## src/hw/rtl/datagram_admission_queue_defines.svh

```systemverilog
// assertion macros for the datagram admission queue
// no dependencies; included by files that carry concurrent assertions
`ifndef DATAGRAM_ADMISSION_QUEUE_DEFINES_SVH
`define DATAGRAM_ADMISSION_QUEUE_DEFINES_SVH

// condition must hold at every clock edge outside reset
`define DADQ_ASSERT_ALWAYS(name, clk, rst, cond, msg) \
   name: assert property (@(posedge clk) disable iff (rst) (cond)) \
      else $error(msg);

// consequent must hold in the same cycle as the antecedent
`define DADQ_ASSERT_IMPLY(name, clk, rst, ante, cons, msg) \
   name: assert property (@(posedge clk) disable iff (rst) (ante) |-> (cons)) \
      else $error(msg);

`endif

```

## src/hw/rtl/dadq_pkg.sv

```systemverilog
// shared types and constants for the datagram admission queue
// no dependencies; imported by the csr, core and top-level modules of the block
`default_nettype none

package dadq_pkg;

   localparam int LEN_W      = 16;
   localparam int BYTES_W    = 20;
   localparam int ID_W       = 32;
   localparam int CID_W      = 5;
   localparam int REQ_DATA_W = 16;
   localparam int RSP_PAD_W  = 3;
   localparam int RSP_DATA_W = 152;

   localparam int CSR_ADDR_W = 5;
   localparam int CSR_DATA_W = 32;
   localparam int REG_IDX_W  = 3;

   localparam logic [REG_IDX_W-1:0] REG_LINK   = 3'd0;
   localparam logic [REG_IDX_W-1:0] REG_KNOWN  = 3'd1;
   localparam logic [REG_IDX_W-1:0] REG_PEER   = 3'd2;
   localparam logic [REG_IDX_W-1:0] REG_PATH   = 3'd3;
   localparam logic [REG_IDX_W-1:0] REG_CID    = 3'd4;
   localparam logic [REG_IDX_W-1:0] REG_BUDGET = 3'd5;

   localparam logic [LEN_W-1:0]   PATH_RESET   = 16'd1200;
   localparam logic [BYTES_W-1:0] BUDGET_RESET = 20'h10000;

   // aead tag bytes appended to each packet
   localparam int TAG_BYTES = 16;
   // short header flags, packet number, frame type, length field and aead tag
   localparam int FIXED_OVERHEAD = 1 + 4 + 1 + 2 + TAG_BYTES;
   // frame type and length bytes inside the peer's frame limit
   localparam int PEER_OVERHEAD = 3;

   typedef enum logic [1:0] {
      OP_SEND  = 2'd0,
      OP_POP   = 2'd1,
      OP_FLUSH = 2'd2,
      OP_NOP   = 2'd3
   } op_type;

   typedef enum logic [2:0] {
      ST_OK       = 3'd0,
      ST_UNAVAIL  = 3'd1,
      ST_TOO_LONG = 3'd2,
      ST_OVER     = 3'd3,
      ST_FULL     = 3'd4,
      ST_EMPTY    = 3'd5
   } status_type;

   typedef struct packed {
      logic [BYTES_W-1:0] budget;
      logic [LEN_W-1:0]   max_payload;
   } cfg_type;

   typedef struct packed {
      op_type             opcode;
      logic [LEN_W-1:0]   payload_length;
   } req_type;

   typedef struct packed {
      logic [ID_W-1:0]  id;
      logic [LEN_W-1:0] len;
   } front_type;

   typedef struct packed {
      status_type         status;
      logic [ID_W-1:0]    assigned_id;
      logic               front_valid;
      logic [BYTES_W-1:0] queued_bytes;
      logic [ID_W-1:0]    dropped_count;
      logic [LEN_W-1:0]   max_payload;
   } res_type;

endpackage

`default_nettype wire

```

## src/hw/rtl/dadq_ram.sv

```systemverilog
// generic single-write, single-read ram with registered read data
// no dependencies; read during write to the same address returns old data
`default_nettype none

module dadq_ram #(
   parameter int WIDTH = 48,
   parameter int DEPTH = 16,
   localparam int AW = $clog2(DEPTH)
) (
   input  wire logic             clock,
   input  wire logic             wr_en,
   input  wire logic [AW-1:0]    wr_addr,
   input  wire logic [WIDTH-1:0] wr_data,
   input  wire logic [AW-1:0]    rd_addr,
   output logic      [WIDTH-1:0] rd_data
);

   logic [WIDTH-1:0] mem_ff [DEPTH];

   always_ff @(posedge clock) begin
      if (wr_en) begin
         mem_ff[wr_addr] <= wr_data;
      end
      rd_data <= mem_ff[rd_addr];
   end

endmodule

`default_nettype wire

```

## src/hw/rtl/dadq_csr.sv

```systemverilog
// configuration registers and registered payload limit
// depends on dadq_pkg
`default_nettype none

module dadq_csr import dadq_pkg::*; (
   input  wire logic                  clock,
   input  wire logic                  reset,
   input  wire logic                  psel,
   input  wire logic                  penable,
   input  wire logic                  pwrite,
   input  wire logic [CSR_ADDR_W-1:0] paddr,
   input  wire logic [CSR_DATA_W-1:0] pwdata,
   output logic      [CSR_DATA_W-1:0] prdata,
   output logic                       pready,
   output cfg_type                    cfg
);

   logic                 link_ff;
   logic                 known_ff;
   logic [LEN_W-1:0]     peer_ff;
   logic [LEN_W-1:0]     path_ff;
   logic [CID_W-1:0]     cid_ff;
   logic [BYTES_W-1:0]   budget_ff;
   logic [LEN_W-1:0]     limit_ff;
   logic [LEN_W-1:0]     limit_in;
   logic [LEN_W-1:0]     overhead;
   logic [LEN_W-1:0]     room;
   logic [LEN_W-1:0]     peer_room;
   logic [REG_IDX_W-1:0] reg_idx;
   logic                 wr_stb;

   assign pready  = 1'b1;
   assign reg_idx = paddr[CSR_ADDR_W-1:2];
   assign wr_stb  = psel && penable && pwrite && pready;

   always_ff @(posedge clock) begin
      if (reset) begin
         link_ff   <= 1'b0;
         known_ff  <= 1'b0;
         peer_ff   <= '0;
         path_ff   <= PATH_RESET;
         cid_ff    <= '0;
         budget_ff <= BUDGET_RESET;
         limit_ff  <= '0;
      end else begin
         limit_ff <= limit_in;
         if (wr_stb) begin
            case (reg_idx)
               REG_LINK:   link_ff   <= pwdata[0];
               REG_KNOWN:  known_ff  <= pwdata[0];
               REG_PEER:   peer_ff   <= pwdata[LEN_W-1:0];
               REG_PATH:   path_ff   <= pwdata[LEN_W-1:0];
               REG_CID:    cid_ff    <= pwdata[CID_W-1:0];
               REG_BUDGET: budget_ff <= pwdata[BYTES_W-1:0];
               default: begin
               end
            endcase
         end
      end
   end

   // both headroom terms saturate at zero
   always_comb begin
      overhead  = LEN_W'(FIXED_OVERHEAD) + LEN_W'(cid_ff);
      room      = (path_ff > overhead) ? (path_ff - overhead) : '0;
      peer_room = (peer_ff > LEN_W'(PEER_OVERHEAD)) ? (peer_ff - LEN_W'(PEER_OVERHEAD)) : '0;
      if (!link_ff || !known_ff || peer_ff == '0) begin
         limit_in = '0;
      end else begin
         limit_in = (peer_room < room) ? peer_room : room;
      end
   end

   always_comb begin
      case (reg_idx)
         REG_LINK:   prdata = CSR_DATA_W'(link_ff);
         REG_KNOWN:  prdata = CSR_DATA_W'(known_ff);
         REG_PEER:   prdata = CSR_DATA_W'(peer_ff);
         REG_PATH:   prdata = CSR_DATA_W'(path_ff);
         REG_CID:    prdata = CSR_DATA_W'(cid_ff);
         REG_BUDGET: prdata = CSR_DATA_W'(budget_ff);
         default:    prdata = '0;
      endcase
   end

   assign cfg.budget      = budget_ff;
   assign cfg.max_payload = limit_ff;

endmodule

`default_nettype wire

```

## src/hw/rtl/dadq_core.sv

```systemverilog
// queue state, admission checks and descriptor storage
// depends on dadq_pkg and dadq_ram
`default_nettype none

module dadq_core import dadq_pkg::*; #(
   parameter int DEPTH = 16,
   localparam int AW = $clog2(DEPTH),
   localparam int CW = $clog2(DEPTH + 1)
) (
   input  wire logic          clock,
   input  wire logic          reset,
   input  wire cfg_type       cfg,
   input  wire logic          op_valid,
   input  wire req_type       op,
   output res_type            result,
   output front_type          front,
   output logic      [CW-1:0] q_count,
   output logic      [AW-1:0] q_head
);

   localparam int SW = AW + 1;
   localparam int EW = $bits(front_type);

   logic [AW-1:0]      head_ff, head_in;
   logic [CW-1:0]      count_ff, count_in;
   logic [BYTES_W-1:0] bytes_ff, bytes_in;
   logic [ID_W-1:0]    next_id_ff, next_id_in;
   logic [ID_W-1:0]    drop_ff, drop_in;
   logic               byp_ff, byp_in;
   logic [EW-1:0]      byp_data_ff;

   logic               wr_en;
   logic [AW-1:0]      wr_addr;
   logic [EW-1:0]      wr_data;
   logic [EW-1:0]      rd_data;
   logic [SW-1:0]      tail_sum;
   logic [SW-1:0]      tail_wrap;
   logic [SW-1:0]      head_sum;
   logic [SW-1:0]      head_wrap;
   logic [BYTES_W:0]   bytes_sum;
   status_type         status;
   logic [ID_W-1:0]    assigned;

   dadq_ram #(
      .WIDTH (EW),
      .DEPTH (DEPTH)
   ) u_ram (
      .clock   (clock),
      .wr_en   (wr_en),
      .wr_addr (wr_addr),
      .wr_data (wr_data),
      .rd_addr (head_in),
      .rd_data (rd_data)
   );

   // an entry written at the slot being read is not yet in the ram read data, so it is bypassed
   assign front   = byp_ff ? front_type'(byp_data_ff) : front_type'(rd_data);
   assign wr_data = {next_id_ff, op.payload_length};

   always_comb begin
      tail_sum  = SW'(head_ff) + SW'(count_ff);
      tail_wrap = (tail_sum >= SW'(DEPTH)) ? (tail_sum - SW'(DEPTH)) : tail_sum;
      head_sum  = SW'(head_ff) + SW'(1);
      head_wrap = (head_sum >= SW'(DEPTH)) ? (head_sum - SW'(DEPTH)) : head_sum;
      bytes_sum = {1'b0, bytes_ff} + (BYTES_W+1)'(op.payload_length);
      wr_addr   = tail_wrap[AW-1:0];

      head_in    = head_ff;
      count_in   = count_ff;
      bytes_in   = bytes_ff;
      next_id_in = next_id_ff;
      drop_in    = drop_ff;
      wr_en      = 1'b0;
      status     = ST_OK;
      assigned   = '0;

      if (op_valid) begin
         case (op.opcode)
            OP_SEND: begin
               if (cfg.max_payload == '0) begin
                  status = ST_UNAVAIL;
               end else if (op.payload_length > cfg.max_payload) begin
                  status = ST_TOO_LONG;
               end else if (bytes_sum > {1'b0, cfg.budget}) begin
                  status  = ST_OVER;
                  drop_in = drop_ff + ID_W'(1);
               end else if (count_ff >= CW'(DEPTH)) begin
                  status = ST_FULL;
               end else begin
                  wr_en      = 1'b1;
                  assigned   = next_id_ff;
                  next_id_in = next_id_ff + ID_W'(1);
                  count_in   = count_ff + CW'(1);
                  bytes_in   = bytes_sum[BYTES_W-1:0];
               end
            end
            OP_POP: begin
               if (count_ff == '0) begin
                  status = ST_EMPTY;
               end else begin
                  bytes_in = bytes_ff - BYTES_W'(front.len);
                  count_in = count_ff - CW'(1);
                  // queue drains back to slot zero
                  head_in  = (count_ff == CW'(1)) ? '0 : head_wrap[AW-1:0];
               end
            end
            OP_FLUSH: begin
               drop_in  = drop_ff + ID_W'(count_ff);
               count_in = '0;
               head_in  = '0;
               bytes_in = '0;
            end
            default: begin
            end
         endcase
      end

      byp_in = wr_en && (wr_addr == head_in);
   end

   always_ff @(posedge clock) begin
      if (reset) begin
         head_ff    <= '0;
         count_ff   <= '0;
         bytes_ff   <= '0;
         next_id_ff <= '0;
         drop_ff    <= '0;
         byp_ff     <= 1'b0;
      end else begin
         head_ff    <= head_in;
         count_ff   <= count_in;
         bytes_ff   <= bytes_in;
         next_id_ff <= next_id_in;
         drop_ff    <= drop_in;
         byp_ff     <= byp_in;
      end
      byp_data_ff <= wr_data;
   end

   assign result.status        = status;
   assign result.assigned_id   = assigned;
   assign result.front_valid   = (count_in != '0);
   assign result.queued_bytes  = bytes_in;
   assign result.dropped_count = drop_in;
   assign result.max_payload   = cfg.max_payload;

   assign q_count = count_ff;
   assign q_head  = head_ff;

endmodule

`default_nettype wire

```

## src/hw/rtl/datagram_admission_queue.sv

```systemverilog
// top level of the datagram admission queue: request and result registers
// depends on dadq_pkg, dadq_csr, dadq_core and the assertion macro header
//
//   port group   role                         payload
//   req_*        request stream in            tuser opcode, tdata payload length
//   rsp_*        result stream out            tuser status, tdata result fields
//   csr_*        apb register port            six configuration registers
//
// one request per cycle while the result stream is not stalled
// a request sits in the input register, is checked and applied against the queue
// state in one pass, and its result is held in the output register until taken
// a stalled result holds the pass; the input register still takes one request
// reset is synchronous; no clearing pass, the descriptor ram is read only at live slots
`default_nettype none
`include "datagram_admission_queue_defines.svh"

module datagram_admission_queue import dadq_pkg::*; #(
   parameter int QUEUE_DEPTH = 16
) (
   input  wire logic                  clock,
   input  wire logic                  reset,
   // request stream
   input  wire logic                  req_tvalid,
   output logic                       req_tready,
   input  wire logic [REQ_DATA_W-1:0] req_tdata,  // [15:0] payload_length
   input  wire logic [1:0]            req_tuser,  // [1:0] opcode
   // result stream
   output logic                       rsp_tvalid,
   input  wire logic                  rsp_tready,
   // [31:0] assigned_id, [32] front_valid, [48:33] front_length,
   // [80:49] front_id, [100:81] queued_bytes, [132:101] dropped_count,
   // [148:133] max_payload, [151:149] zero
   output logic      [RSP_DATA_W-1:0] rsp_tdata,
   output logic      [2:0]            rsp_tuser,  // [2:0] status
   // configuration
   input  wire logic                  csr_psel,
   input  wire logic                  csr_penable,
   input  wire logic                  csr_pwrite,
   input  wire logic [CSR_ADDR_W-1:0] csr_paddr,
   input  wire logic [CSR_DATA_W-1:0] csr_pwdata,
   output logic      [CSR_DATA_W-1:0] csr_prdata,
   output logic                       csr_pready
);

   localparam int AW = $clog2(QUEUE_DEPTH);
   localparam int CW = $clog2(QUEUE_DEPTH + 1);

   cfg_type          cfg;
   req_type          in_ff;
   logic             in_valid_ff, in_valid_in;
   res_type          out_ff;
   res_type          res;
   logic             out_valid_ff, out_valid_in;
   logic             advance;
   front_type        front;
   logic [LEN_W-1:0] front_len;
   logic [ID_W-1:0]  front_id;
   logic [CW-1:0]    q_count;
   logic [AW-1:0]    q_head;

   dadq_csr u_csr (
      .clock   (clock),
      .reset   (reset),
      .psel    (csr_psel),
      .penable (csr_penable),
      .pwrite  (csr_pwrite),
      .paddr   (csr_paddr),
      .pwdata  (csr_pwdata),
      .prdata  (csr_prdata),
      .pready  (csr_pready),
      .cfg     (cfg)
   );

   dadq_core #(
      .DEPTH (QUEUE_DEPTH)
   ) u_core (
      .clock    (clock),
      .reset    (reset),
      .cfg      (cfg),
      .op_valid (advance),
      .op       (in_ff),
      .result   (res),
      .front    (front),
      .q_count  (q_count),
      .q_head   (q_head)
   );

   // the pass runs when the held request has a free result slot behind it
   assign advance      = in_valid_ff && (!out_valid_ff || rsp_tready);
   assign req_tready   = !in_valid_ff || advance;
   assign in_valid_in  = (req_tvalid && req_tready) || (in_valid_ff && !advance);
   assign out_valid_in = advance || (out_valid_ff && !rsp_tready);

   always_ff @(posedge clock) begin
      if (reset) begin
         in_valid_ff  <= 1'b0;
         out_valid_ff <= 1'b0;
      end else begin
         in_valid_ff  <= in_valid_in;
         out_valid_ff <= out_valid_in;
      end
      if (req_tvalid && req_tready) begin
         in_ff.opcode         <= op_type'(req_tuser);
         in_ff.payload_length <= req_tdata;
      end
      if (advance) begin
         out_ff <= res;
      end
   end

   // front entry comes straight off the ram, which only moves with the next pass
   assign front_len = out_ff.front_valid ? front.len : '0;
   assign front_id  = out_ff.front_valid ? front.id  : '0;

   assign rsp_tvalid = out_valid_ff;
   assign rsp_tuser  = out_ff.status;
   assign rsp_tdata  = {{RSP_PAD_W{1'b0}}, out_ff.max_payload, out_ff.dropped_count,
                        out_ff.queued_bytes, front_id, front_len, out_ff.front_valid,
                        out_ff.assigned_id};

   `DADQ_ASSERT_ALWAYS(a_count_bound, clock, reset, q_count <= CW'(QUEUE_DEPTH), "entry count above depth")
   `DADQ_ASSERT_IMPLY(a_empty_head, clock, reset, q_count == '0, q_head == '0, "empty queue with head off zero")
   `DADQ_ASSERT_IMPLY(a_front_flag, clock, reset, out_valid_ff, out_ff.front_valid == (q_count != '0), "held front flag disagrees with queue state")

endmodule

`default_nettype wire

```

## config.mk

```make
export PLATFORM = sky130hd
export DESIGN_NAME = datagram_admission_queue
export DESIGN_NICKNAME = d
export VERILOG_FILES = /design/src/hw/rtl/dadq_pkg.sv /design/src/hw/rtl/dadq_ram.sv /design/src/hw/rtl/dadq_csr.sv /design/src/hw/rtl/dadq_core.sv /design/src/hw/rtl/datagram_admission_queue.sv
export VERILOG_INCLUDE_DIRS = /design/src /design/src/hw/rtl
export SDC_FILE = /design/constraint.sdc
export NUM_CORES = 2
export LEC_CHECK = 0
export BUFFER_PORTS_ARGS = -buffer_cell sky130_fd_sc_hd__buf_2
export CORE_ASPECT_RATIO = 0.9
export CORE_UTILIZATION = 66
export DETAILED_ROUTE_END_ITERATION = 10
export GPL_TIMING_DRIVEN = 1
export PLACE_DENSITY = 0.95
export RECOVER_POWER = 50
export SYNTH_ARGS = -nofsm -noshare
export SYNTH_HDL_FRONTEND = slang
export SYNTH_SLANG_ARGS = --single-unit
```

## constraint.sdc

```tcl
create_clock -name clock -period 24.8 [get_ports clock]
set_input_delay 3.72 -clock clock [delete_from_list [all_inputs] [get_ports clock]]
set_output_delay 3.72 -clock clock [all_outputs]
set_load 0.1 [all_outputs]
```

==> metrics.yaml <==
synth_cell_types: 87
initial_core_util_pct: 67.20
cp-end-kind: "flop"
synth-edff-count: 890
hold_buffers: 0
violations: "capacitance limit, slew limit"
ff2ff_setup_slack_ns: 16.45
critPathLaunch: "rsp_tready"
hold_path.class: "reg -> reg"
grt_start_max_net_pins: 194
vdd.ir_drop.worst_mv: 0.06520
yosysSeqAreaShare_pct: 64.71
clock_skew_ns: 0.05336
run_status: "complete, but fails checks"
clk_pin_slew_ns: 0.07
finalHoldViolCount: 0
dp_hpwl_mm: 73.71
cts_buffer_depth: 3
crit_path_end: "u_core.next_id_ff[20]$_SDFFE_PP0P_"
cts_sinks: 1157
io_buffer_count: 221
grt_pass1_wl_mm: 212.1
tightest_slew_ns: 4.559
max_freq_mhz: 88.90
wl_mm: 143.8
dr.pass1.iters: 7
nets: 4251
antenna_found_initial: 5
syn_inst: 3925
grt_pass1_vias: 35420
synth-warning-count: 0
routedWlPerCell_um: 28.03
die_height_um: 262.0
cp.required_ns: 25.16
crit_chain: "clkbuf_1 > nand2b_1 > nand2_1 > clkinvlp_2 > clkbuf_1 > nand2_1 > nor4_4 > nand4_1 > o21ai_0 > a21oi_1"
cap_viol_max_count: 5
p_leak_uw: 0.01890
rsz0062_at_grt: "no"
relSlewSlack_pct: -203.9
std_cell_rows: 94
ios: 252
slew_viol_final: 255
die-area_um2: 76190
worst_ep_arrival_time_ns: 11.61
synthArstFlopShare_pct: 0
drc_errors: 0
clockRootBuffer: "clkbuf_16"
area_growth_pct: 10.42
period_share_pct: 45.36
worst_path_largest_cell_delay_ns: 1.76
drt_iter0_markers: 6162
synth_area_per_cell_um2: 12.63
htreeDepth: 3
yosys_most_used_dff: "edfxtp_1"
drive_gt1_share_pct: 11.54
placed_area_um2: 51430
ys_ff_latch: 1157
final_cell_area_um2: 54720
syn_area_um2: 49560
vias: 36680
r2r_end: "u_core.next_id_ff[20]$_SDFFE_PP0P_"
clock_latency_ns: 0.71
cts_setup_buffers: 0
min_period_ns: 11.25
cts_resized: 0
worstSetupPathType: "in -> reg"
via_per_inst: 7.150
track_usage_pct: 37.10
setup_viol: 0
r2r-start: "rsp_tvalid$_SDFF_PP0_"
cts_tree: "done"
slowest_stage: "clkbuf_1"
cts_inserted_buffers: 105
core_area_um2: 73740
tns_ns: 0
fillers: 4107
worst-r2r-cell-count: 9
grt.overflow.total: 0
die_w_um: 290.8
postRouteAntennaNets: 0
p_per_area_nw_per_um2: 71.52
place.gp.congestion: 0.9281
critPathLaunchType: "input port"
cp_max_fo: 42
[state kept, by name (all words and copies together), names as in the netlist, 18 cells and up]
register / cells
u_core.byp_data_ff: 48
u_core.bytes_ff: 20
u_core.u_ram.rd_data: 48
rsp_tdata: 101
u_core.u_ram.mem_ff: 768
u_core.drop_ff: 32
u_csr.budget_ff: 20
in_ff: 18
u_core.next_id_ff: 32
[cell usage after synthesis, types with 48 or more instances]
library cell,n,area share (%)
a31oi_1,70,0.88
nand3_1,140,1.4
and3_1,100,1.3
mux2i_1,82,1.7
nor3_1,49,0.49
nor2_1,141,1.1
inv_1,91,0.69
xnor2_1,49,0.87
nand2_1,731,5.5
edfxtp_1,890,54
nor2b_1,81,1.0
a311oi_1,101,1.8
ha_1,110,2.8
a21oi_1,155,1.6
dfxtp_1,267,11
mux4_2,96,4.4
clkbuf_1,150,1.1
o21ai_0,117,1.2
buf_2,48,0.48
[final cells by class]
type / count / area, um2 / share of cell area [%]
Clock buffer: 151 / 2982 / 5.449
Sequential cell: 1157 / 32070 / 58.61
Timing Repair Buffer: 267 / 1334 / 2.437
Tap cell: 960 / 1201 / 2.195
Antenna cell: 3 / 7.507 / 0.01372
Multi-Input combinational cell: 2451 / 16300 / 29.79
Inverter: 92 / 346.6 / 0.6334
Clock inverter: 49 / 475.5 / 0.8689
[worst min-delay path by stage]
stage	start	endpoint	slack, ns	cells after the start
2_1_floorplan	u_csr.limit_ff[1]$_SDFF_PP0_	rsp_tdata[134]$_DFFE_PP_	0.43	0
3_3_place_gp	u_csr.limit_ff[7]$_SDFF_PP0_	rsp_tdata[140]$_DFFE_PP_	0.45	0
3_5_place_dp	u_csr.limit_ff[7]$_SDFF_PP0_	rsp_tdata[140]$_DFFE_PP_	0.45	0
4_1_cts	u_csr.limit_ff[7]$_SDFF_PP0_	rsp_tdata[140]$_DFFE_PP_	0.47	0
5_1_grt	u_csr.limit_ff[14]$_SDFF_PP0_	rsp_tdata[147]$_DFFE_PP_	0.48	0
6_report	u_csr.limit_ff[5]$_SDFF_PP0_	rsp_tdata[138]$_DFFE_PP_	0.47	0
[critical path, delay by kind of cell]
family | cells | cell delay (ns)
buffers and inverters | 3 | 3.52
AOI/OAI and AO/OA | 2 | 0.89
and+or+nand+nor | 5 | 3.43
[logic make-up (layout without fill, tap and decap cells)]
family	after synthesis	in the layout	synth area share (%)
AO/OA/AOI/OAI	623	623	8.387
other	2	19	0.01515
AND/OR/NAND/NOR	1427	1427	13.36
XOR/XNOR	72	72	1.272
adder cells (fa/ha/maj)	115	115	2.979
multiplexers	198	198	6.473
buffers and inverters	331	559	2.802
flip-flops	1157	1157	64.71
[power by group]
part | internal [uW] | switching [uW]
registers | 2080 | 15.0
clock network | 896 | 756
logic | 26.1 | 141
[cells in the final DEF (no fill, tap or decap), types with 70 or more instances in the layout]
cell,Yosys,final
mux4_2,96,96
a311oi_1,101,101
dfxtp_1,267,266
nor2b_1,81,81
nand3_1,140,140
clkbuf_1,150,143
inv_1,91,90
a21oi_1,155,155
nor2_1,141,127
and3_1,100,100
a31oi_1,70,70
buf_2,48,112
edfxtp_1,890,890
mux2i_1,82,82
o21ai_0,117,116
ha_1,110,109
clkbuf_16,0,106
nand2_1,731,731
[routing by layer]
layer | part of all wire (%) | routed length [um] | track usage [%] | vias to the layer above
met5 | 0.022 | 31 | 0 | -
met4 | 6.6 | 9470 | 21.71 | 6
met3 | 13 | 19350 | 8.829 | 800
met2 | 47 | 67530 | 60.02 | 3626
met1 | 33 | 47410 | 46.32 | 17330
li1 | - | - | - | 14920
[through the flow]
| step | setup WS, ns | power (uW) | cells | util, % | hold slack [ns] |
|---|---|---|---|---|---|
| floorplan | 14.06 | 2265 | 3939 | - | 0.4305 |
| detailed placement | 15.47 | 2302 | 4927 | 69.74 | 0.4524 |
| global placement | 15.43 | 2298 | 4927 | 69.74 | 0.4511 |
| CTS | 15.39 | 3902 | 5127 | 74.42 | 0.4670 |
| finish | 13.55 | 3914 | 5130 | 74.21 | 0.4665 |
| global route | 13.30 | 3978 | 5127 | 74.19 | 0.4810 |
Note: power is estimated with default switching activity, not from simulation.
